--- src/rtl/dass_pkg.sv ---
// ----------------------------------------------------------------------------
// dass_pkg
// shared types, constants and the coil table of the dual axis stepper sequencer
// ----------------------------------------------------------------------------
package dass_pkg;

  // action codes of an input beat
  localparam logic [1:0] ACT_TICK = 2'd0;
  localparam logic [1:0] ACT_MOVE = 2'd1;
  localparam logic [1:0] ACT_HOME = 2'd2;

  // move status codes
  localparam logic [1:0] ST_OK    = 2'd0;
  localparam logic [1:0] ST_ZERO  = 2'd1;
  localparam logic [1:0] ST_RANGE = 2'd2;

  // configuration register indexes
  localparam logic CFG_PAN_LIMIT  = 1'b0;
  localparam logic CFG_TILT_LIMIT = 1'b1;

  localparam logic [15:0] LIMIT_RESET       = 16'd1024;
  localparam logic [15:0] ENDLESS_THRESHOLD = 16'd1024;
  localparam logic [15:0] DEG_DIVISOR       = 16'd45;
  localparam logic [3:0]  COILS_OFF         = 4'h0;

  // q7 fixed point: ratio and accumulator are a 16 bit count shifted by 7
  localparam int unsigned Q_SHIFT   = 7;
  localparam int unsigned RATIO_W   = 16 + Q_SHIFT;
  localparam int unsigned DIV_STEPS = RATIO_W;
  localparam logic [RATIO_W:0] Q_ONE = (RATIO_W + 1)'(1 << Q_SHIFT);

  typedef struct packed {
    logic [1:0]  action;
    logic        pan_enable;
    logic        tilt_enable;
    logic [15:0] pan_amount;
    logic [15:0] tilt_amount;
    logic        pan_in_degrees;
    logic        tilt_in_degrees;
    logic        pan_reverse;
    logic        tilt_reverse;
    logic        pan_origin_switch;
    logic        tilt_end_switch;
  } in_item_t;

  typedef struct packed {
    logic [3:0] pan_coils;
    logic [3:0] tilt_coils;
    logic       busy_res;
    logic [1:0] move_status;
    logic       pan_active;
    logic       tilt_active;
  } out_item_t;

  // request to and response from the shared divider
  typedef struct packed {
    logic               start;
    logic [RATIO_W-1:0] dividend;
    logic [15:0]        divisor;
  } div_req_t;

  typedef struct packed {
    logic               done;
    logic [RATIO_W-1:0] quotient;
  } div_rsp_t;

  // per axis state: flags, rhythm, period count, position and coil drive
  typedef struct packed {
    logic        run;
    logic        pd;
    logic        rev;
    logic        red;
    logic        ini;
    logic [2:0]  rhythm;
    logic [15:0] periods;
    logic [15:0] position;
    logic [3:0]  coils;
  } axis_state_t;

  // pending move command
  typedef struct packed {
    logic        pen;
    logic        ten;
    logic        pdeg;
    logic        tdeg;
    logic        prev;
    logic        trev;
    logic [15:0] pamt;
    logic [15:0] tamt;
  } move_t;

  // half step coil table
  function automatic logic [3:0] coil_pattern(input logic [2:0] ph);
    logic [3:0] c;
    case (ph)
      3'd0:    c = 4'h1;
      3'd1:    c = 4'h3;
      3'd2:    c = 4'h2;
      3'd3:    c = 4'h6;
      3'd4:    c = 4'h4;
      3'd5:    c = 4'hC;
      3'd6:    c = 4'h8;
      3'd7:    c = 4'h9;
      default: c = COILS_OFF;
    endcase
    return c;
  endfunction

endpackage

--- src/rtl/dass_div.sv ---
// ----------------------------------------------------------------------------
// dass_div
// shared restoring divider, one quotient bit per cycle
// ----------------------------------------------------------------------------
module dass_div (
  input  logic               clk_i,
  input  logic               rst_ni,
  input  dass_pkg::div_req_t req_i,
  output dass_pkg::div_rsp_t rsp_o
);
  import dass_pkg::*;

  localparam int unsigned CntW = $clog2(DIV_STEPS + 1);

  logic               busy_q, busy_d;
  logic               done_q, done_d;
  logic [CntW-1:0]    cnt_q, cnt_d;
  logic [RATIO_W-1:0] quo_q, quo_d;
  logic [15:0]        rem_q, rem_d;
  logic [15:0]        dsr_q, dsr_d;
  logic [16:0]        shifted;
  logic [16:0]        diff;
  logic               take;

  assign shifted = {rem_q, quo_q[RATIO_W-1]};
  assign diff    = shifted - {1'b0, dsr_q};
  assign take    = (shifted >= {1'b0, dsr_q});

  always_comb begin
    busy_d = busy_q;
    done_d = 1'b0;
    cnt_d  = cnt_q;
    quo_d  = quo_q;
    rem_d  = rem_q;
    dsr_d  = dsr_q;
    if (req_i.start) begin
      busy_d = 1'b1;
      cnt_d  = CntW'(DIV_STEPS);
      quo_d  = req_i.dividend;
      rem_d  = '0;
      dsr_d  = req_i.divisor;
    end else if (busy_q) begin
      rem_d = take ? diff[15:0] : shifted[15:0];
      quo_d = {quo_q[RATIO_W-2:0], take};
      cnt_d = cnt_q - CntW'(1);
      if (cnt_q == CntW'(1)) begin
        busy_d = 1'b0;
        done_d = 1'b1;
      end
    end
  end

  always_ff @(posedge clk_i or negedge rst_ni) begin
    if (!rst_ni) begin
      busy_q <= 1'b0;
      done_q <= 1'b0;
      cnt_q  <= '0;
    end else begin
      busy_q <= busy_d;
      done_q <= done_d;
      cnt_q  <= cnt_d;
    end
  end

  always_ff @(posedge clk_i) begin
    quo_q <= quo_d;
    rem_q <= rem_d;
    dsr_q <= dsr_d;
  end

  assign rsp_o.done     = done_q;
  assign rsp_o.quotient = quo_q;

endmodule

--- src/rtl/dual_axis_stepper_sequencer.sv ---
// ----------------------------------------------------------------------------
// dual_axis_stepper_sequencer
// half step sequencer for a pan and a tilt stepper with moves and homing
// ----------------------------------------------------------------------------
// Each input beat is one action: a timer tick, a move command or a homing
// scan start, and it returns exactly one result beat with both coil drives,
// the homing busy bit, the move status and the running flags. The block takes
// one beat at a time and stalls its input until that beat's work is done; a
// finished result waits in an output register, so the next beat is taken while
// it is still unread. A tick passes through S_TICK and then S_DONE, a homing
// start or an ignored action goes straight to S_DONE, and the input is free
// again once S_DONE loads the result. A move runs a sequencer around one shared
// restoring divider; each division runs through its quotient steps and then
// flags done. A degree amount costs one division per enabled axis and a
// two-axis move one more for the q7 speed ratio. A homing tick that ends the
// scan starts the return move, with its ratio division if both axes go back.
// A result that is still stalled holds the block until the output register
// frees. Travel limits are written through the plain configuration port; the
// user must write them only while the block is idle, which it does not enforce.
// ----------------------------------------------------------------------------
module dual_axis_stepper_sequencer (
  input  logic                clk_i,
  input  logic                rst_ni,
  input  logic                in_valid_i,
  output logic                in_stall_o,
  input  dass_pkg::in_item_t  in_data_i,
  output logic                out_valid_o,
  input  logic                out_stall_i,
  output dass_pkg::out_item_t out_data_o,
  input  logic                cfg_we_i,
  input  logic                cfg_index_i,
  input  logic [15:0]         cfg_data_i
);
  import dass_pkg::*;

  // sequencer states
  localparam logic [3:0] S_IDLE       = 4'd0;
  localparam logic [3:0] S_TICK       = 4'd1;
  localparam logic [3:0] S_MV_START   = 4'd2;
  localparam logic [3:0] S_WAIT_P     = 4'd3;
  localparam logic [3:0] S_CHK_P      = 4'd4;
  localparam logic [3:0] S_TILT_START = 4'd5;
  localparam logic [3:0] S_WAIT_T     = 4'd6;
  localparam logic [3:0] S_CHK_T      = 4'd7;
  localparam logic [3:0] S_WAIT_R     = 4'd8;
  localparam logic [3:0] S_DONE       = 4'd9;

  logic [3:0]         state_q, state_d;
  in_item_t           in_q, in_d;
  axis_state_t        pan_q, pan_d;
  axis_state_t        tilt_q, tilt_d;
  logic               homing_q, homing_d;
  logic [RATIO_W-1:0] ratio_q, ratio_d;
  logic [RATIO_W-1:0] acc_q, acc_d;
  logic [15:0]        pan_limit_q, pan_limit_d;
  logic [15:0]        tilt_limit_q, tilt_limit_d;
  move_t              mv_q, mv_d;
  logic [15:0]        ps_q, ps_d;
  logic [15:0]        ts_q, ts_d;
  logic [1:0]         status_q, status_d;
  logic               out_valid_q, out_valid_d;
  out_item_t          out_q, out_d;

  div_req_t           div_req;
  div_rsp_t           div_rsp;

  // normal tick results
  logic [RATIO_W:0]   d_sum;
  logic               d_hit;
  logic [RATIO_W-1:0] d_acc;
  axis_state_t        d_pan, d_tilt;

  // homing tick results
  axis_state_t        h_pan, h_tilt;
  logic               h_ret;

  dass_div u_div (
    .clk_i  (clk_i),
    .rst_ni (rst_ni),
    .req_i  (div_req),
    .rsp_o  (div_rsp)
  );

  // one drive tick of an axis; gate comes from the ratio accumulator
  function automatic axis_state_t drive_axis(input axis_state_t a, input logic gate);
    axis_state_t n;
    logic        stop;
    logic [2:0]  ph;
    n    = a;
    stop = 1'b0;
    ph   = a.rev ? ~a.rhythm : a.rhythm;
    if (a.run && gate) begin
      if (a.pd) begin
        if (a.periods != 16'd0 && a.periods <= ENDLESS_THRESHOLD) begin
          n.periods = a.periods - 16'd1;
        end else if (a.periods == 16'd0) begin
          // count used up: coils off, axis done
          n.run   = 1'b0;
          n.pd    = 1'b0;
          n.ini   = 1'b0;
          n.coils = COILS_OFF;
          stop    = 1'b1;
        end
        if (!stop) n.pd = 1'b0;
      end
      if (!stop) begin
        n.coils  = coil_pattern(ph);
        n.rhythm = a.rhythm + 3'd1;
        // rhythm wrap closes a period
        if (a.rhythm == 3'd7) n.pd = 1'b1;
      end
    end
    return n;
  endfunction

  // ratio accumulator: only one axis can carry the reducing mark
  assign d_sum = {1'b0, acc_q} + Q_ONE;
  assign d_hit = (d_sum >= {1'b0, ratio_q});

  always_comb begin
    d_acc = acc_q;
    if ((pan_q.run && pan_q.red) || (tilt_q.run && tilt_q.red)) begin
      d_acc = d_hit ? RATIO_W'(d_sum - {1'b0, ratio_q}) : d_sum[RATIO_W-1:0];
    end
    d_pan  = drive_axis(pan_q, !pan_q.red || d_hit);
    d_tilt = drive_axis(tilt_q, !tilt_q.red || d_hit);
  end

  // homing tick: pan forward to its origin, tilt in reverse to its end switch
  always_comb begin
    h_pan  = pan_q;
    h_tilt = tilt_q;
    h_ret  = 1'b0;
    if (pan_q.run) begin
      if (pan_q.pd) begin
        h_pan.position = pan_q.position + 16'd1;
        h_pan.pd       = 1'b0;
        if (!in_q.pan_origin_switch) begin
          h_pan.run = 1'b0;
          if (!tilt_q.run) h_ret = 1'b1;
        end
      end
      if (!h_ret) begin
        h_pan.coils  = coil_pattern(pan_q.rhythm);
        h_pan.rhythm = pan_q.rhythm + 3'd1;
        if (pan_q.rhythm == 3'd7) h_pan.pd = 1'b1;
      end
    end
    if (!h_ret && tilt_q.run) begin
      if (tilt_q.pd) begin
        h_tilt.position = tilt_q.position + 16'd1;
        h_tilt.pd       = 1'b0;
        if (!in_q.tilt_end_switch) begin
          h_tilt.run = 1'b0;
          if (!h_pan.run) h_ret = 1'b1;
        end
      end
      if (!h_ret) begin
        h_tilt.coils  = coil_pattern(~tilt_q.rhythm);
        h_tilt.rhythm = tilt_q.rhythm + 3'd1;
        if (tilt_q.rhythm == 3'd7) h_tilt.pd = 1'b1;
      end
    end
  end

  assign in_stall_o = (state_q != S_IDLE);

  // main sequencer
  always_comb begin
    state_d      = state_q;
    in_d         = in_q;
    pan_d        = pan_q;
    tilt_d       = tilt_q;
    homing_d     = homing_q;
    ratio_d      = ratio_q;
    acc_d        = acc_q;
    pan_limit_d  = pan_limit_q;
    tilt_limit_d = tilt_limit_q;
    mv_d         = mv_q;
    ps_d         = ps_q;
    ts_d         = ts_q;
    status_d     = status_q;
    out_d        = out_q;
    out_valid_d  = out_valid_q;
    div_req      = '0;

    // result beat taken
    if (out_valid_q && !out_stall_i) out_valid_d = 1'b0;

    if (cfg_we_i) begin
      unique case (cfg_index_i)
        CFG_PAN_LIMIT:  pan_limit_d  = cfg_data_i;
        CFG_TILT_LIMIT: tilt_limit_d = cfg_data_i;
        default:        pan_limit_d  = pan_limit_q;
      endcase
    end

    unique case (state_q)
      S_IDLE: begin
        if (in_valid_i) begin
          in_d     = in_data_i;
          status_d = ST_OK;
          unique case (in_data_i.action)
            ACT_TICK: state_d = S_TICK;
            ACT_MOVE: begin
              mv_d.pen  = in_data_i.pan_enable;
              mv_d.ten  = in_data_i.tilt_enable;
              mv_d.pdeg = in_data_i.pan_in_degrees;
              mv_d.tdeg = in_data_i.tilt_in_degrees;
              mv_d.prev = in_data_i.pan_reverse;
              mv_d.trev = in_data_i.tilt_reverse;
              mv_d.pamt = in_data_i.pan_amount;
              mv_d.tamt = in_data_i.tilt_amount;
              state_d   = S_MV_START;
            end
            ACT_HOME: begin
              // all flags cleared, then both axes run and initing
              pan_d.rev      = 1'b0;
              pan_d.red      = 1'b0;
              pan_d.run      = 1'b1;
              pan_d.pd       = 1'b1;
              pan_d.ini      = 1'b1;
              pan_d.position = '0;
              tilt_d.rev      = 1'b0;
              tilt_d.red      = 1'b0;
              tilt_d.run      = 1'b1;
              tilt_d.pd       = 1'b1;
              tilt_d.ini      = 1'b1;
              tilt_d.position = '0;
              homing_d        = 1'b1;
              state_d         = S_DONE;
            end
            default: state_d = S_DONE;
          endcase
        end
      end

      S_TICK: begin
        if (homing_q) begin
          pan_d  = h_pan;
          tilt_d = h_tilt;
          if (h_ret) begin
            // scan over: clear positions and move back by one period less
            homing_d        = 1'b0;
            pan_d.position  = '0;
            tilt_d.position = '0;
            mv_d.pen        = (h_pan.position != 16'd0);
            mv_d.ten        = (h_tilt.position != 16'd0);
            mv_d.pdeg       = 1'b0;
            mv_d.tdeg       = 1'b0;
            mv_d.prev       = 1'b1;
            mv_d.trev       = 1'b0;
            mv_d.pamt       = h_pan.position - 16'd1;
            mv_d.tamt       = h_tilt.position - 16'd1;
            state_d         = S_MV_START;
          end else begin
            state_d = S_DONE;
          end
        end else begin
          pan_d   = d_pan;
          tilt_d  = d_tilt;
          acc_d   = d_acc;
          state_d = S_DONE;
        end
      end

      S_MV_START: begin
        pan_d.red  = 1'b0;
        tilt_d.red = 1'b0;
        if (mv_q.pen) begin
          if (mv_q.pdeg) begin
            div_req.start    = 1'b1;
            div_req.dividend = {{Q_SHIFT{1'b0}}, mv_q.pamt[15-Q_SHIFT:0], {Q_SHIFT{1'b0}}};
            div_req.divisor  = DEG_DIVISOR;
            state_d          = S_WAIT_P;
          end else begin
            ps_d    = mv_q.pamt;
            state_d = S_CHK_P;
          end
        end else begin
          state_d = S_TILT_START;
        end
      end

      S_WAIT_P: begin
        if (div_rsp.done) begin
          ps_d    = div_rsp.quotient[15:0];
          state_d = S_CHK_P;
        end
      end

      S_CHK_P: begin
        if (ps_q == 16'd0) begin
          status_d = ST_ZERO;
          state_d  = S_DONE;
        end else if (({1'b0, ps_q} + {1'b0, pan_q.position}) > {1'b0, pan_limit_q}) begin
          status_d = ST_RANGE;
          state_d  = S_DONE;
        end else begin
          pan_d.rev     = mv_q.prev;
          pan_d.periods = ps_q;
          pan_d.run     = 1'b1;
          pan_d.pd      = 1'b1;
          state_d       = S_TILT_START;
        end
      end

      S_TILT_START: begin
        if (mv_q.ten) begin
          if (mv_q.tdeg) begin
            div_req.start    = 1'b1;
            div_req.dividend = {{Q_SHIFT{1'b0}}, mv_q.tamt[15-Q_SHIFT:0], {Q_SHIFT{1'b0}}};
            div_req.divisor  = DEG_DIVISOR;
            state_d          = S_WAIT_T;
          end else begin
            ts_d    = mv_q.tamt;
            state_d = S_CHK_T;
          end
        end else begin
          state_d = S_DONE;
        end
      end

      S_WAIT_T: begin
        if (div_rsp.done) begin
          ts_d    = div_rsp.quotient[15:0];
          state_d = S_CHK_T;
        end
      end

      S_CHK_T: begin
        if (ts_q == 16'd0) begin
          status_d = ST_ZERO;
          state_d  = S_DONE;
        end else if (({1'b0, ts_q} + {1'b0, tilt_q.position}) > {1'b0, tilt_limit_q}) begin
          status_d = ST_RANGE;
          state_d  = S_DONE;
        end else begin
          tilt_d.rev     = mv_q.trev;
          tilt_d.periods = ts_q;
          tilt_d.run     = 1'b1;
          tilt_d.pd      = 1'b1;
          if (mv_q.pen) begin
            // two-axis move: the shorter axis gets the reducing mark, pan on a tie
            acc_d         = '0;
            div_req.start = 1'b1;
            if (ps_q > ts_q) begin
              div_req.dividend = {ps_q, {Q_SHIFT{1'b0}}};
              div_req.divisor  = ts_q;
              tilt_d.red       = 1'b1;
            end else begin
              div_req.dividend = {ts_q, {Q_SHIFT{1'b0}}};
              div_req.divisor  = ps_q;
              pan_d.red        = 1'b1;
            end
            state_d = S_WAIT_R;
          end else begin
            state_d = S_DONE;
          end
        end
      end

      S_WAIT_R: begin
        if (div_rsp.done) begin
          ratio_d = div_rsp.quotient;
          state_d = S_DONE;
        end
      end

      S_DONE: begin
        // load the result beat once the register is free
        if (!out_valid_q || !out_stall_i) begin
          out_valid_d       = 1'b1;
          out_d.pan_coils   = pan_q.coils;
          out_d.tilt_coils  = tilt_q.coils;
          out_d.busy_res    = pan_q.ini | tilt_q.ini;
          out_d.move_status = (in_q.action == ACT_MOVE) ? status_q : ST_OK;
          out_d.pan_active  = pan_q.run;
          out_d.tilt_active = tilt_q.run;
          state_d           = S_IDLE;
        end
      end

      default: state_d = S_IDLE;
    endcase
  end

  always_ff @(posedge clk_i or negedge rst_ni) begin
    if (!rst_ni) begin
      state_q      <= S_IDLE;
      pan_q        <= '0;
      tilt_q       <= '0;
      homing_q     <= 1'b0;
      ratio_q      <= '0;
      acc_q        <= '0;
      pan_limit_q  <= LIMIT_RESET;
      tilt_limit_q <= LIMIT_RESET;
      out_valid_q  <= 1'b0;
    end else begin
      state_q      <= state_d;
      pan_q        <= pan_d;
      tilt_q       <= tilt_d;
      homing_q     <= homing_d;
      ratio_q      <= ratio_d;
      acc_q        <= acc_d;
      pan_limit_q  <= pan_limit_d;
      tilt_limit_q <= tilt_limit_d;
      out_valid_q  <= out_valid_d;
    end
  end

  // payload registers
  always_ff @(posedge clk_i) begin
    in_q     <= in_d;
    mv_q     <= mv_d;
    ps_q     <= ps_d;
    ts_q     <= ts_d;
    status_q <= status_d;
    out_q    <= out_d;
  end

  assign out_valid_o = out_valid_q;
  assign out_data_o  = out_q;

endmodule

--- config.mk ---
export PLATFORM = sky130hd
export DESIGN_NAME = dual_axis_stepper_sequencer
export DESIGN_NICKNAME = d
export VERILOG_FILES = /design/src/rtl/dass_pkg.sv /design/src/rtl/dass_div.sv /design/src/rtl/dual_axis_stepper_sequencer.sv
export SDC_FILE = /design/constraint.sdc
export NUM_CORES = 1
export LEC_CHECK = 0
export ABC_AREA = 0
export BUFFER_PORTS_ARGS = -buffer_cell sky130_fd_sc_hd__buf_4
export CAP_MARGIN = 20
export CELL_PAD_IN_SITES_DETAIL_PLACEMENT = 0
export CELL_PAD_IN_SITES_GLOBAL_PLACEMENT = 2
export CORE_AREA = 2 2 232 234
export DETAILED_ROUTE_END_ITERATION = 7
export DIE_AREA = 0 0 234 236
export GPL_TIMING_DRIVEN = 0
export PLACE_DENSITY = 0.82
export SKIP_CTS_REPAIR_TIMING = 1
export SYNTH_ARGS = -nofsm -noshare
export SYNTH_HDL_FRONTEND = slang
export SYNTH_SLANG_ARGS = --single-unit
--- constraint.sdc ---
create_clock -name clk_i -period 6.9 [get_ports clk_i]
set_clock_uncertainty 0.2 [all_clocks]
set_input_delay 0.69 -clock clk_i [delete_from_list [all_inputs] [get_ports clk_i]]
set_output_delay 0.69 -clock clk_i [all_outputs]
set_load 0.005 [all_outputs]
Word level (Yosys, flattened, before mapping). Memories as Yosys holds them, arrays and structs flattened. Index checks and enable logic that the tools add are counted.

Add/sub/neg operators: 14. Order comparisons: 7. Equality and inequality tests: 71. Multiplexer cells: 185. Bitwise logic cells: 5. Reductions and logical operators: 71.

Operators with widths (number): $mux W16 (20); $mux W40 (7); $pmux W16 S2 (6); $mux W23 (8); $mux W38 (4); $pmux W40 S3 (1); $mux W4 (26); $mux W44 (2); $mux W20 (4); $pmux W38 S2 (1); $logic_not A16 Y1 (4); $ne A2 B2 Y1 const B (32); $reduce_bool A16 Y1 (4); $sub A16 B1 Y16 const B (4); $mux W1 (61); $ne A3 B3 Y1 const B (18); $pmux W23 S2 (1); $reduce_and A7 Y1 (6); $pmux W4 S10 (1); $mux W39 (1); $mux W3 (12); $add A16 B16 Y17 (2); $gt A17 B16 Y1 (2); $mux W2 (17); other kinds (44) (109).

Register bits: 323. Bits in read-only memories: 128. Output and inout port bits: 15. Memories kept: 4.

Memory list: (no name shown) (words 8, width 4, read ports 1, clocked after memory_dff 0, write ports 0, line dass_pkg.sv:95) `case (ph)`; (no name shown) (words 8, width 4, read ports 1, clocked after memory_dff 0, write ports 0, line dass_pkg.sv:95); (no name shown) (words 8, width 4, read ports 1, clocked after memory_dff 0, write ports 0, line dass_pkg.sv:95); (no name shown) (words 8, width 4, read ports 1, clocked after memory_dff 0, write ports 0, line dass_pkg.sv:95).

Depth between registers and ports, before layout. Gate-level depths: netlist (run 1).

Depth in word-level cells: 16. Mapped depth: 22. Gate-level depth less buffers: 20.

By module. Synthesis (run 1) repeated with hierarchy kept, for this count alone.

Cell total of the unflattened synthesis: 2291. Area, all modules: 21473.1 um^2.

Modules (own cells, without submodules): dual_axis_stepper_sequencer (times used 1, cells an instance 1986, area an instance 18049.8 um^2, sequential area each 6979.2 um^2); dass_div (times used 1, cells an instance 305, area an instance 3423.3 um^2, sequential area each 1666.6 um^2).

Least setup slack after synthesis (run 1). Ideal clock, no wire load.

Path kind: register to register. Start point: reg pan_q (netlist bit d_pan[4]). End point: reg pan_q (netlist bit h_pan[32]). Library setup time: 0.127 ns. Arrival: 4.658 ns. Data required time: 6.573 ns. Setup slack: 1.914 ns. Cell stages (with the launch flop): 21. Clock period less this slack: 4.986 ns. Cells stage by stage: dfrtp_1 -> ha_1 -> fa_1 -> a21oi_1 -> nand4b_1 -> a31oi_1 -> a211o_1 -> a21o_1 -> a21o_1 -> a21oi_1 -> xnor2_1 -> ha_1 -> nand4_1 -> or4_1 -> a31o_1 -> a31oi_1 -> a211oi_2 -> a31oi_2 -> or2_1 -> buf_6 -> mux2_1.

Longest elaborated chain between the ends: 4.

RTL lines: start, declared (line dual_axis_stepper_sequencer.sv:50) `axis_state_t pan_q, pan_d;`; start signal, assigned (line dual_axis_stepper_sequencer.sv:401) `pan_q <= pan_d;`; $add A16 B16 Y17 (line dual_axis_stepper_sequencer.sv:296) `end else if (({1'b0, ps_q} + {1'b0, pan_q.position}) > {1'b0, pan_limit_q}) begin`; $gt A17 B16 Y1 (line dual_axis_stepper_sequencer.sv:296); $ne A2 B2 Y1 (no line); $reduce_and A7 Y1 (no line).

No other way between the ends. A chain may end at the register's enable or synchronous reset.

Final worst setup path (run 1).
Start point: reg ts_q[0]. End point: reg u_div.quo_q[15] (enable).

Longest elaborated chain between the ends: 6. Elaborated cells between the ends (all ways): 7.

RTL lines: start, declared (line dual_axis_stepper_sequencer.sv:59) `logic [15:0] ts_q, ts_d;`; start signal, assigned (line dual_axis_stepper_sequencer.sv:417) `ts_q <= ts_d;`; $add A16 B16 Y17 (line dual_axis_stepper_sequencer.sv:335) `end else if (({1'b0, ts_q} + {1'b0, tilt_q.position}) > {1'b0, tilt_limit_q}) begin`; $gt A17 B16 Y1 (line dual_axis_stepper_sequencer.sv:335); $mux W40 (line dual_axis_stepper_sequencer.sv:335); $mux W40 (*) (line dual_axis_stepper_sequencer.sv:332) `if (ts_q == 16'd0) begin`; $pmux W40 S3 (*) (line dual_axis_stepper_sequencer.sv:198) `unique case (state_q)`; $reduce_bool A2 Y1 (no line) (*); end signal, assigned (line dass_div.sv:66) `quo_q <= quo_d;`; end, declared (line dass_div.sv:18) `logic [RATIO_W-1:0] quo_q, quo_d;`.

Mark *: on every way between the ends. The rest lies on a longest branch, timed or not.

==> results of run 1 <==
-- registers in the layout (all words and copies together), names as in the netlist, 17 cells and up --
register,count
mv_q,38
acc_q,23
ratio_q,23
u_div.quo_q,23
d_pan,18
d_tilt,18
h_pan,17
h_tilt,17
-- worst min path at each step --
stage                          to  depth (start not counted)  slack [ns]
floorplan                acc_q[0]                          0        0.19
global placement    out_data_o[6]                          0        0.23
detailed placement  out_data_o[6]                          0        0.23
CTS                     h_pan[21]                          1       -0.07
global route              in_q[1]                          1        0.05
finish                    in_q[1]                          1        0.08
-- routing by layer --
layer  wire length (um)  part of all wire
met5                  0                 0
met4               2510             0.036
met3               4760             0.068
met2              32100              0.46
met1              31000              0.44
-- final cells by class --
| type | instances | area (um2) | share of cell area |
|---|---|---|---|
| Tap cell | 696 | 871 | 0.0359 |
| Clock inverter | 24 | 298 | 0.0123 |
| Clock buffer | 50 | 1050 | 0.0432 |
| Multi-Input combinational cell | 1685 | 11800 | 0.485 |
| Timing Repair Buffer | 86 | 691 | 0.0285 |
| Sequential cell | 323 | 8650 | 0.356 |
| Buffer | 99 | 410 | 0.0169 |
| Antenna cell | 1 | 2.50 | 0.000103 |
| Inverter | 140 | 526 | 0.0217 |
-- power by group through the flow --
stage | clock (mW) | combinational, mW | sequential (mW)
6_report | 2.17 | 0.184 | 2.03
5_1_grt | 2.31 | 0.211 | 2.03
4_1_cts | 2.22 | 0.186 | 2.03
3_5_place_dp | 0 | 0.185 | 2.07
3_3_place_gp | 0 | 0.177 | 2.07
2_1_floorplan | 0 | 0.0953 | 2.06
-- metrics by stage --
step | worst slack (ns) | power [mW]
floorplan | 1.91 | 2.16
global placement | 0.265 | 2.24
detailed placement | 0.625 | 2.25
CTS | 0.575 | 4.44
global route | 0.129 | 4.55
finish | 0.468 | 4.38
-- worst max-delay path: cells and delay by family (launching register included) --
| family | cells | cell delay (ns) |
|---|---|---|
| AO/OA/AOI/OAI | 8 | 2.38 |
| AND/OR/NAND/NOR | 5 | 1.35 |
| adder cells (fa/ha/maj) | 3 | 0.77 |
| buffers and inverters | 2 | 0.55 |
| flip-flops | 1 | 0.51 |
| XOR/XNOR | 1 | 0.15 |
-- cell usage in the layout, fill, tap and decap left out, types with 29 or more instances in the layout --
cell type and count:
sky130_fd_sc_hd__nand2_1 195, sky130_fd_sc_hd__dfrtp_1 177, sky130_fd_sc_hd__o21ai_0 163, sky130_fd_sc_hd__inv_1 139, sky130_fd_sc_hd__nor2_1 137, sky130_fd_sc_hd__ha_1 136, sky130_fd_sc_hd__edfxtp_1 128, sky130_fd_sc_hd__a21oi_1 114
sky130_fd_sc_hd__xnor2_1 83, sky130_fd_sc_hd__mux2_2 83, sky130_fd_sc_hd__buf_4 79, sky130_fd_sc_hd__clkbuf_1 76, sky130_fd_sc_hd__mux2i_1 66, sky130_fd_sc_hd__nand3_1 65, sky130_fd_sc_hd__nor3_1 63, sky130_fd_sc_hd__xor2_1 45
sky130_fd_sc_hd__clkbuf_16 40, sky130_fd_sc_hd__o31ai_1 35, sky130_fd_sc_hd__nand4_1 35, sky130_fd_sc_hd__a21o_1 31, sky130_fd_sc_hd__and3_1 29
-- synth_stat cells, drive strengths merged (8+ instances only) --
cell type	count
a211oi	22
ha	136
o21a	25
dfxtp	16
and4	8
nand3	66
nor2	140
or2	10
inv	140
dfrtp	177
a21o	31
nand2	195
o211ai	12
mux2i	66
o22ai	15
a21oi	114
nand2b	17
nor4	25
a222oi	9
and2	25
clkbuf	67
a31oi	27
xor2	45
o31ai	36
nor3	64
or3	15
xnor2	83
o21ai	172
and3	29
buf	32
mux2	87
o2bb2ai	9
nor2b	18
a22oi	14
edfxtp	128
nand4	35
a211o	9
a22o	17
-- cells by family (layout without fill, tap and decap cells) --
family	Yosys count	count (layout)	share of synthesized area
other	0	1	0
multiplexers	153	153	0.0769
buffers and inverters	239	399	0.0439
AO/OA/AOI/OAI	592	592	0.183
XOR/XNOR	128	128	0.0525
AND/OR/NAND/NOR	672	672	0.155
flip-flops	323	323	0.405
adder cells (fa/ha/maj)	140	140	0.0835
==> impl_metrics.prom, run 1 <==
# TYPE chip_impl_metric gauge
chip_impl_metric{name="max_freq",unit="MHz"} 155
chip_impl_info{name="cp-end-kind",value="flop"} 1
chip_impl_metric{name="place_congestion",unit=""} 0.926
chip_impl_metric{name="placementRows",unit=""} 85
chip_impl_metric{name="first_global_vias",unit=""} 17800
chip_impl_metric{name="syn_area",unit="um2"} 21300
chip_impl_metric{name="floorplan.initialDensity",unit=""} 0.402
chip_impl_info{name="worstHoldStart",value="in_data_i[1]"} 1
chip_impl_metric{name="critical_path_peak_fanout",unit=""} 23
chip_impl_metric{name="power.internal",unit="mW"} 3.38
chip_impl_info{name="unrepaired_setup_endpoints_after_global_routing",value="no"} 1
chip_impl_metric{name="final-setup-viol-count",unit=""} 0
chip_impl_metric{name="vert_die_dim",unit="um"} 236
chip_impl_metric{name="buffer_levels_on_the_longest_clock_path",unit=""} 3
chip_impl_metric{name="yosys_register_bits",unit=""} 323
chip_impl_metric{name="drcViolationCount",unit=""} 0
chip_impl_info{name="root_buffer",value="sky130_fd_sc_hd__clkbuf_16"} 1
chip_impl_metric{name="period_minus_slack",unit="ns"} 6.43
chip_impl_metric{name="share_of_total_power_in_combinational_logic",unit=""} 0.042
chip_impl_metric{name="share_clk_of_total_power",unit=""} 0.495
chip_impl_metric{name="p_leak",unit="nW"} 10.7
chip_impl_info{name="synth_top_cell_by_area",value="sky130_fd_sc_hd__dfrtp_1"} 1
chip_impl_metric{name="maximum_number_of_pins_on_one_net_before_global_route_repair",unit=""} 100
chip_impl_metric{name="groute.usage.overall",unit=""} 0.255
chip_impl_metric{name="design.core.area",unit="um2"} 53100
chip_impl_metric{name="globalRouteOverflowTotal",unit=""} 0
chip_impl_metric{name="yosys_warnings",unit=""} 0
chip_impl_metric{name="firstDrtPassIters",unit=""} 6
chip_impl_metric{name="utilization",unit=""} 0.457
chip_impl_metric{name="worst_ep_required_time",unit="ns"} 6.77
chip_impl_metric{name="clkSlewWorstSetupHoldPaths",unit="ns"} 0.06
chip_impl_info{name="worstPathCellList",value="ha_1 > inv_1 > fa_1 > nor2b_1 > o31a_1 > o41a_1 > a211oi_1 > nor2_1 > a21oi_1 > o21bai_1 > xor2_1 > ha_1 > nand4_1 > a2111o_1 > nand4b_1 > a21oi_1 > a21boi_1 > clkbuf_1 > nand2_1"} 1
chip_impl_metric{name="maxCapViolations",unit=""} 0
chip_impl_info{name="ys_dominant_reg_cell",value="sky130_fd_sc_hd__dfrtp_1"} 1
chip_impl_metric{name="grtUsageMet2",unit=""} 0.402
chip_impl_info{name="crit_slowest_cell",value="sky130_fd_sc_hd__nand2_1"} 1
chip_impl_metric{name="met1_usage",unit=""} 0.351
chip_impl_metric{name="detail_route.wl_per_cell",unit="um"} 22.7
chip_impl_metric{name="detailedRoute.firstIterationViolations",unit=""} 1604
chip_impl_metric{name="fillCellCount",unit=""} 5115
chip_impl_metric{name="groute.layer.met3.usage",unit=""} 0.0458
chip_impl_metric{name="grt_pass1_wl",unit="um"} 107000
chip_impl_metric{name="synthesized_net_count",unit=""} 2451
chip_impl_metric{name="final_cell_count_no_fill",unit=""} 3104
chip_impl_metric{name="setup-tns-final",unit="ns"} 0
chip_impl_info{name="grt_busiest_layer",value="met2"} 1
chip_impl_info{name="worstSetupEndpoint",value="u_div.quo_q[15]"} 1
chip_impl_metric{name="post_synth_edffs",unit=""} 128
chip_impl_info{name="top_area_cells_in_the_synthesized_netlist",value="sky130_fd_sc_hd__dfrtp_1 (21%), sky130_fd_sc_hd__edfxtp_1 (18%), sky130_fd_sc_hd__ha_1 (8.0%)"} 1
chip_impl_metric{name="number_of_antenna_violations_at_the_first_check_in_global_routing",unit=""} 0
chip_impl_metric{name="powerDensity",unit="nW/um2"} 181
chip_impl_metric{name="ctsHtreeMaxLevel",unit=""} 2
chip_impl_metric{name="peakVddDrop",unit="mV"} 0.176
chip_impl_metric{name="final_area",unit="um2"} 24300
chip_impl_metric{name="power.switching",unit="mW"} 1.01
chip_impl_metric{name="hold_slack",unit="ns"} 0.0762
chip_impl_metric{name="async_reset_ff_frac",unit=""} 0.554
chip_impl_metric{name="final_antenna_net_count",unit=""} 0
chip_impl_metric{name="tritoncts.num_buffers",unit=""} 40
chip_impl_info{name="hold_class",value="in2reg"} 1
chip_impl_metric{name="placed_cells",unit=""} 3028
chip_impl_metric{name="worst_ep_arrival_time",unit="ns"} 6.30
chip_impl_metric{name="switching_share",unit=""} 0.230
chip_impl_info{name="worstSetupStartpoint",value="ts_q[0]"} 1
chip_impl_metric{name="reg2reg_setup_slack",unit="ns"} 0.47
chip_impl_metric{name="placement.cell_area",unit="um2"} 22900
chip_impl_metric{name="reg2regPathDepth",unit=""} 19
chip_impl_info{name="r2r-start",value="ts_q[0]"} 1
chip_impl_info{name="timing.setup.critical_path_class",value="reg2reg"} 1
chip_impl_info{name="rr_endpoint",value="u_div.quo_q[15]"} 1
chip_impl_metric{name="worstMarginPinSlew",unit="ns"} 1.15
chip_impl_metric{name="hold_violations",unit=""} 0
chip_impl_metric{name="syn-instance-count",unit=""} 2247
chip_impl_metric{name="detail_route.vias_per_cell",unit=""} 5.84
chip_impl_metric{name="boundaryPins",unit=""} 79
chip_impl_metric{name="num-nets-final",unit=""} 2579
chip_impl_metric{name="drt_wl_total",unit="um"} 70400
chip_impl_metric{name="report.final.slew_viol_count",unit=""} 0
chip_impl_metric{name="timing.max_slew.rel_slack",unit=""} 0.229
chip_impl_metric{name="layout-drive-gt1-share",unit=""} 0.116
chip_impl_metric{name="post_synth_num_cell_types",unit=""} 95
chip_impl_info{name="tritoncts",value="yes"} 1
chip_impl_metric{name="post-route-period-util",unit=""} 0.932
chip_impl_metric{name="clk_latency",unit="ns"} 0.59
chip_impl_info{name="status",value="completed"} 1
chip_impl_metric{name="seqPwrFrac",unit=""} 0.463
chip_impl_metric{name="routed-via-count",unit=""} 18100
chip_impl_metric{name="critical_path.max_stage_delay",unit="ns"} 0.74
chip_impl_metric{name="chipWidth",unit="um"} 234
chip_impl_metric{name="placement.io_buffers",unit=""} 78
chip_impl_metric{name="synthDominantCellAreaShare",unit=""} 0.208
chip_impl_metric{name="area.growth.synth_to_final",unit="%"} 13.7
chip_impl_metric{name="design.die.area",unit="um2"} 55200
chip_impl_info{name="worstSetupStartpointType",value="flop"} 1
chip_impl_metric{name="place.detailed.hpwl",unit="um"} 53100
chip_impl_metric{name="syn_area_per_cell",unit="um2"} 9.50
chip_impl_metric{name="synth-seq-area-share",unit=""} 0.405
chip_impl_metric{name="cts_sinks",unit=""} 323
Note: power is estimated with default switching activity, not from simulation.
==> inputs of run 2 (changes only) <==
--- a/config.mk
+++ b/config.mk
@@ -5,16 +5,16 @@
 export SDC_FILE = /design/constraint.sdc
 export NUM_CORES = 1
 export LEC_CHECK = 0
-export ABC_AREA = 0
+export ABC_AREA = 1
 export BUFFER_PORTS_ARGS = -buffer_cell sky130_fd_sc_hd__buf_4
 export CAP_MARGIN = 20
 export CELL_PAD_IN_SITES_DETAIL_PLACEMENT = 0
 export CELL_PAD_IN_SITES_GLOBAL_PLACEMENT = 2
-export CORE_AREA = 2 2 232 234
+export CORE_AREA = 2 2 246 248
 export DETAILED_ROUTE_END_ITERATION = 7
-export DIE_AREA = 0 0 234 236
+export DIE_AREA = 0 0 248 250
 export GPL_TIMING_DRIVEN = 0
-export PLACE_DENSITY = 0.82
+export PLACE_DENSITY = 0.83
 export SKIP_CTS_REPAIR_TIMING = 1
 export SYNTH_ARGS = -nofsm -noshare
 export SYNTH_HDL_FRONTEND = slang
==> impl_metrics.prom, run 2 <==
# TYPE chip_impl_metric gauge
chip_impl_info{name="status",value="completed"} 1
chip_impl_info{name="synth.top_cells.by_count",value="sky130_fd_sc_hd__nand2_1 (676), sky130_fd_sc_hd__inv_1 (403), sky130_fd_sc_hd__nor2_1 (252)"} 1
chip_impl_metric{name="antennaDiodeCount",unit=""} 0
chip_impl_info{name="root_buffer",value="sky130_fd_sc_hd__clkbuf_16"} 1
chip_impl_metric{name="placement.io_buffers",unit=""} 78
chip_impl_metric{name="critical_path.max_stage_delay",unit="ns"} 0.82
chip_impl_metric{name="drcViolationCount",unit=""} 0
chip_impl_info{name="synth_most_common_cell",value="sky130_fd_sc_hd__nand2_1"} 1
chip_impl_metric{name="post_synth_num_cell_types",unit=""} 68
chip_impl_info{name="worstSetupStartpointType",value="flop"} 1
chip_impl_metric{name="design.die.area",unit="um2"} 62000
chip_impl_info{name="registers.top_by_ff_count",value="mv_q"} 1
chip_impl_metric{name="synth-seq-area-share",unit=""} 0.388
chip_impl_metric{name="post_synth_edffs",unit=""} 128
chip_impl_metric{name="min_setup_slack_post_route",unit="ns"} 0.620
chip_impl_metric{name="powerDensity",unit="nW/um2"} 446
chip_impl_metric{name="layout-drive-gt1-share",unit=""} 0.0850
chip_impl_metric{name="yosys_warnings",unit=""} 0
chip_impl_metric{name="utilization",unit=""} 0.425
chip_impl_metric{name="syn-instance-count",unit=""} 2912
chip_impl_metric{name="maxCapViolations",unit=""} 0
chip_impl_metric{name="ctsHtreeMaxLevel",unit=""} 2
chip_impl_metric{name="number_of_flip_flops_in_the_largest_register",unit=""} 38
chip_impl_metric{name="num-nets-final",unit=""} 3246
chip_impl_metric{name="first_global_vias",unit=""} 19600
chip_impl_metric{name="boundaryPins",unit=""} 79
chip_impl_info{name="synth_top_cell_by_area",value="sky130_fd_sc_hd__dfrtp_1"} 1
chip_impl_metric{name="drt_wl_total",unit="um"} 75900
chip_impl_info{name="mostFrequentLayoutCells",value="sky130_fd_sc_hd__nand2_1 (676), sky130_fd_sc_hd__inv_1 (403), sky130_fd_sc_hd__nor2_1 (252), sky130_fd_sc_hd__o21ai_0 (241), sky130_fd_sc_hd__dfrtp_1 (177)"} 1
chip_impl_metric{name="tritoncts.num_buffers",unit=""} 39
chip_impl_metric{name="place_congestion",unit=""} 0.960
chip_impl_metric{name="clkSlewWorstSetupHoldPaths",unit="ns"} 0.06
chip_impl_metric{name="buffer_levels_on_the_longest_clock_path",unit=""} 3
chip_impl_info{name="unrepaired_setup_endpoints_after_global_routing",value="no"} 1
chip_impl_metric{name="final_antenna_net_count",unit=""} 0
chip_impl_info{name="tritoncts",value="yes"} 1
chip_impl_metric{name="syn_area_per_cell",unit="um2"} 7.65
chip_impl_metric{name="worst_ep_required_time",unit="ns"} 6.87
chip_impl_metric{name="worst_ep_arrival_time",unit="ns"} 6.25
chip_impl_metric{name="peakVddDrop",unit="mV"} 0.214
chip_impl_metric{name="period_minus_slack",unit="ns"} 6.28
chip_impl_info{name="critical_path.top_delay_family",value="simple AND/OR/NAND/NOR gates"} 1
chip_impl_metric{name="worst-path-buf-inv",unit=""} 2
chip_impl_info{name="ys_dominant_reg_cell",value="sky130_fd_sc_hd__dfrtp_1"} 1
chip_impl_metric{name="async_reset_ff_frac",unit=""} 0.554
chip_impl_metric{name="chipWidth",unit="um"} 248
chip_impl_metric{name="clk_latency",unit="ns"} 0.58
chip_impl_metric{name="routed-via-count",unit=""} 20300
chip_impl_metric{name="final-setup-viol-count",unit=""} 0
chip_impl_metric{name="cts_sinks",unit=""} 323
chip_impl_metric{name="detail_route.vias_per_cell",unit=""} 5.26
chip_impl_metric{name="synthesized_net_count",unit=""} 3116
chip_impl_info{name="worstSetupStartpoint",value="ts_q[0]"} 1
chip_impl_metric{name="grt_pass1_wl",unit="um"} 116000
chip_impl_metric{name="post-route-period-util",unit=""} 0.910
chip_impl_metric{name="critical_path_peak_fanout",unit=""} 23
chip_impl_metric{name="globalRouteOverflowTotal",unit=""} 0
chip_impl_metric{name="groute.usage.overall",unit=""} 0.245
chip_impl_metric{name="area.growth.synth_to_final",unit="%"} 13.6
chip_impl_metric{name="hold_violations",unit=""} 0
chip_impl_metric{name="final_area",unit="um2"} 25300
chip_impl_info{name="hold_class",value="in2reg"} 1
chip_impl_info{name="r2r-start",value="ts_q[0]"} 1
chip_impl_metric{name="synthDominantCellAreaShare",unit=""} 0.199
chip_impl_metric{name="placement.cell_area",unit="um2"} 23900
chip_impl_metric{name="detailedRoute.firstIterationViolations",unit=""} 1469
chip_impl_info{name="cpMostUsedCell",value="sky130_fd_sc_hd__nand2_1"} 1
chip_impl_info{name="timing.setup.critical_path_class",value="reg2reg"} 1
chip_impl_metric{name="max_freq",unit="MHz"} 159
chip_impl_metric{name="dpl_worst_slack",unit="ns"} 0.692
chip_impl_metric{name="floorplan.initialDensity",unit=""} 0.374
chip_impl_info{name="mostFrequentLayoutCell",value="sky130_fd_sc_hd__nand2_1"} 1
chip_impl_info{name="crit_slowest_cell",value="sky130_fd_sc_hd__nor4_1"} 1
chip_impl_info{name="worstHoldStart",value="in_data_i[1]"} 1
chip_impl_metric{name="placementRows",unit=""} 90
chip_impl_metric{name="vert_die_dim",unit="um"} 250
chip_impl_metric{name="total_power",unit="mW"} 11.3
chip_impl_metric{name="maximum_number_of_pins_on_one_net_before_global_route_repair",unit=""} 107
chip_impl_metric{name="number_of_antenna_violations_at_the_first_check_in_global_routing",unit=""} 0
chip_impl_info{name="cp-end-kind",value="flop"} 1
chip_impl_metric{name="syn_area",unit="um2"} 22300
chip_impl_metric{name="p_leak",unit="nW"} 12.0
chip_impl_info{name="top_area_cells_in_the_synthesized_netlist",value="sky130_fd_sc_hd__dfrtp_1 (20%), sky130_fd_sc_hd__edfxtp_1 (17%), sky130_fd_sc_hd__nand2_1 (11%)"} 1
chip_impl_metric{name="yosys_register_bits",unit=""} 323
chip_impl_metric{name="timing.max_slew.rel_slack",unit=""} 0.0812
chip_impl_info{name="worstPathCellList",value="ha_1 > inv_1 > fa_1 > nand3b_1 > nand2_1 > nand2_1 > nand2_1 > a21oi_1 > o21ai_0 > a31oi_1 > xor2_1 > ha_1 > nand4_1 > nor4_1 > nand2_1 > nand2_2 > nand3_2 > nand2_2 > inv_2 > nand2_1"} 1
chip_impl_metric{name="design.core.area",unit="um2"} 59600
chip_impl_metric{name="report.final.slew_viol_count",unit=""} 0
chip_impl_metric{name="worstMarginPinSlew",unit="ns"} 1.37
chip_impl_metric{name="place.detailed.hpwl",unit="um"} 60500
chip_impl_metric{name="firstDrtPassIters",unit=""} 5
chip_impl_metric{name="detail_route.wl_per_cell",unit="um"} 19.7
-- run 2: changes by cell type after synthesis, sizes merged, moves of 25 or more --
cell | previous run | this run
nand2 | 195 | 691
xor2 | 45 | 85
o22ai | 15 | 56
xnor2 | 83 | 44
o31ai | 36 | 2
and3 | 29 | 1
nand4 | 35 | 72
inv | 140 | 411
nand3 | 66 | 169
a21oi | 114 | 139
mux2 | 87 | 0
o21ai | 172 | 247
nor2 | 140 | 278
mux2i | 66 | 0
-- run 2: routing by layer --
metal	GRT usage	part of all wire
met3	0.0377	0.052
met5	0	0
met1	0.334	0.45
met4	0.109	0.049
met2	0.382	0.45
-- run 2: final cells by class --
class,count,area [um2]
Buffer,74,374
Tap cell,782,978
Clock inverter,17,300
Multi-Input combinational cell,2097,11700
Fill cell,6090,34300
Inverter,418,1570
Clock buffer,54,1040
Sequential cell,323,8650
Timing Repair Buffer,89,697
-- run 2: worst paths after layout --
check                      depth (start not counted)              end  slack (ns)
max                                               20  u_div.quo_q[22]        0.62
min                                                1          in_q[1]        0.09
max reg2reg                                       20  u_div.quo_q[22]        0.62
min reg2reg                                        0   out_data_o[11]        0.25
max in group asynchronous                          3        d_pan[18]        4.96
min in group asynchronous                          2     u_div.busy_q        0.53
-- run 2: per-stage QoR --
stage          cells  hold slack (ns)  TNS, ns
5_1_grt         3854           0.0774        0
4_1_cts         3851          -0.0746        0
3_3_place_gp    3772            0.237   -50.30
6_report        3854           0.0921        0
3_5_place_dp    3780            0.231        0
2_1_floorplan   2912            0.194        0
-- run 2: logic make-up (layout without fill, tap and decap cells) --
logic type                 count (synthesis)  in the layout  share of synthesized area
AOI/OAI and AO/OA                        546            546                      0.140
xor gates and xnor gates                 129            129                     0.0521
adders and majority gates                140            140                     0.0800
buffers and inverters                    492            652                     0.0873
DFF                                      323            323                      0.388
and+or+nand+nor                         1282           1282                      0.252
-- run 2: worst reg2reg max path, cell delays in order, from the launching register on --
cell                       delay, ns
sky130_fd_sc_hd__edfxtp_1       0.57
sky130_fd_sc_hd__ha_1           0.24
sky130_fd_sc_hd__inv_1          0.05
sky130_fd_sc_hd__fa_1           0.40
sky130_fd_sc_hd__nand3b_1       0.18
sky130_fd_sc_hd__nand2_1        0.14
sky130_fd_sc_hd__nand2_1        0.07
sky130_fd_sc_hd__nand2_1        0.12
sky130_fd_sc_hd__a21oi_1        0.11
sky130_fd_sc_hd__o21ai_0        0.30
sky130_fd_sc_hd__a31oi_1        0.16
sky130_fd_sc_hd__xor2_1         0.18
sky130_fd_sc_hd__ha_1           0.32
sky130_fd_sc_hd__nand4_1        0.10
sky130_fd_sc_hd__nor4_1         0.82
sky130_fd_sc_hd__nand2_1        0.29
sky130_fd_sc_hd__nand2_2        0.24
sky130_fd_sc_hd__nand3_2        0.15
sky130_fd_sc_hd__nand2_2        0.26
sky130_fd_sc_hd__inv_2          0.19
sky130_fd_sc_hd__nand2_1        0.78
-- run 2: where the power goes --
part	switching [mW]	internal, mW
sequential	0.435	2.71
combinational	3.97	1.98
clock	0.866	1.33
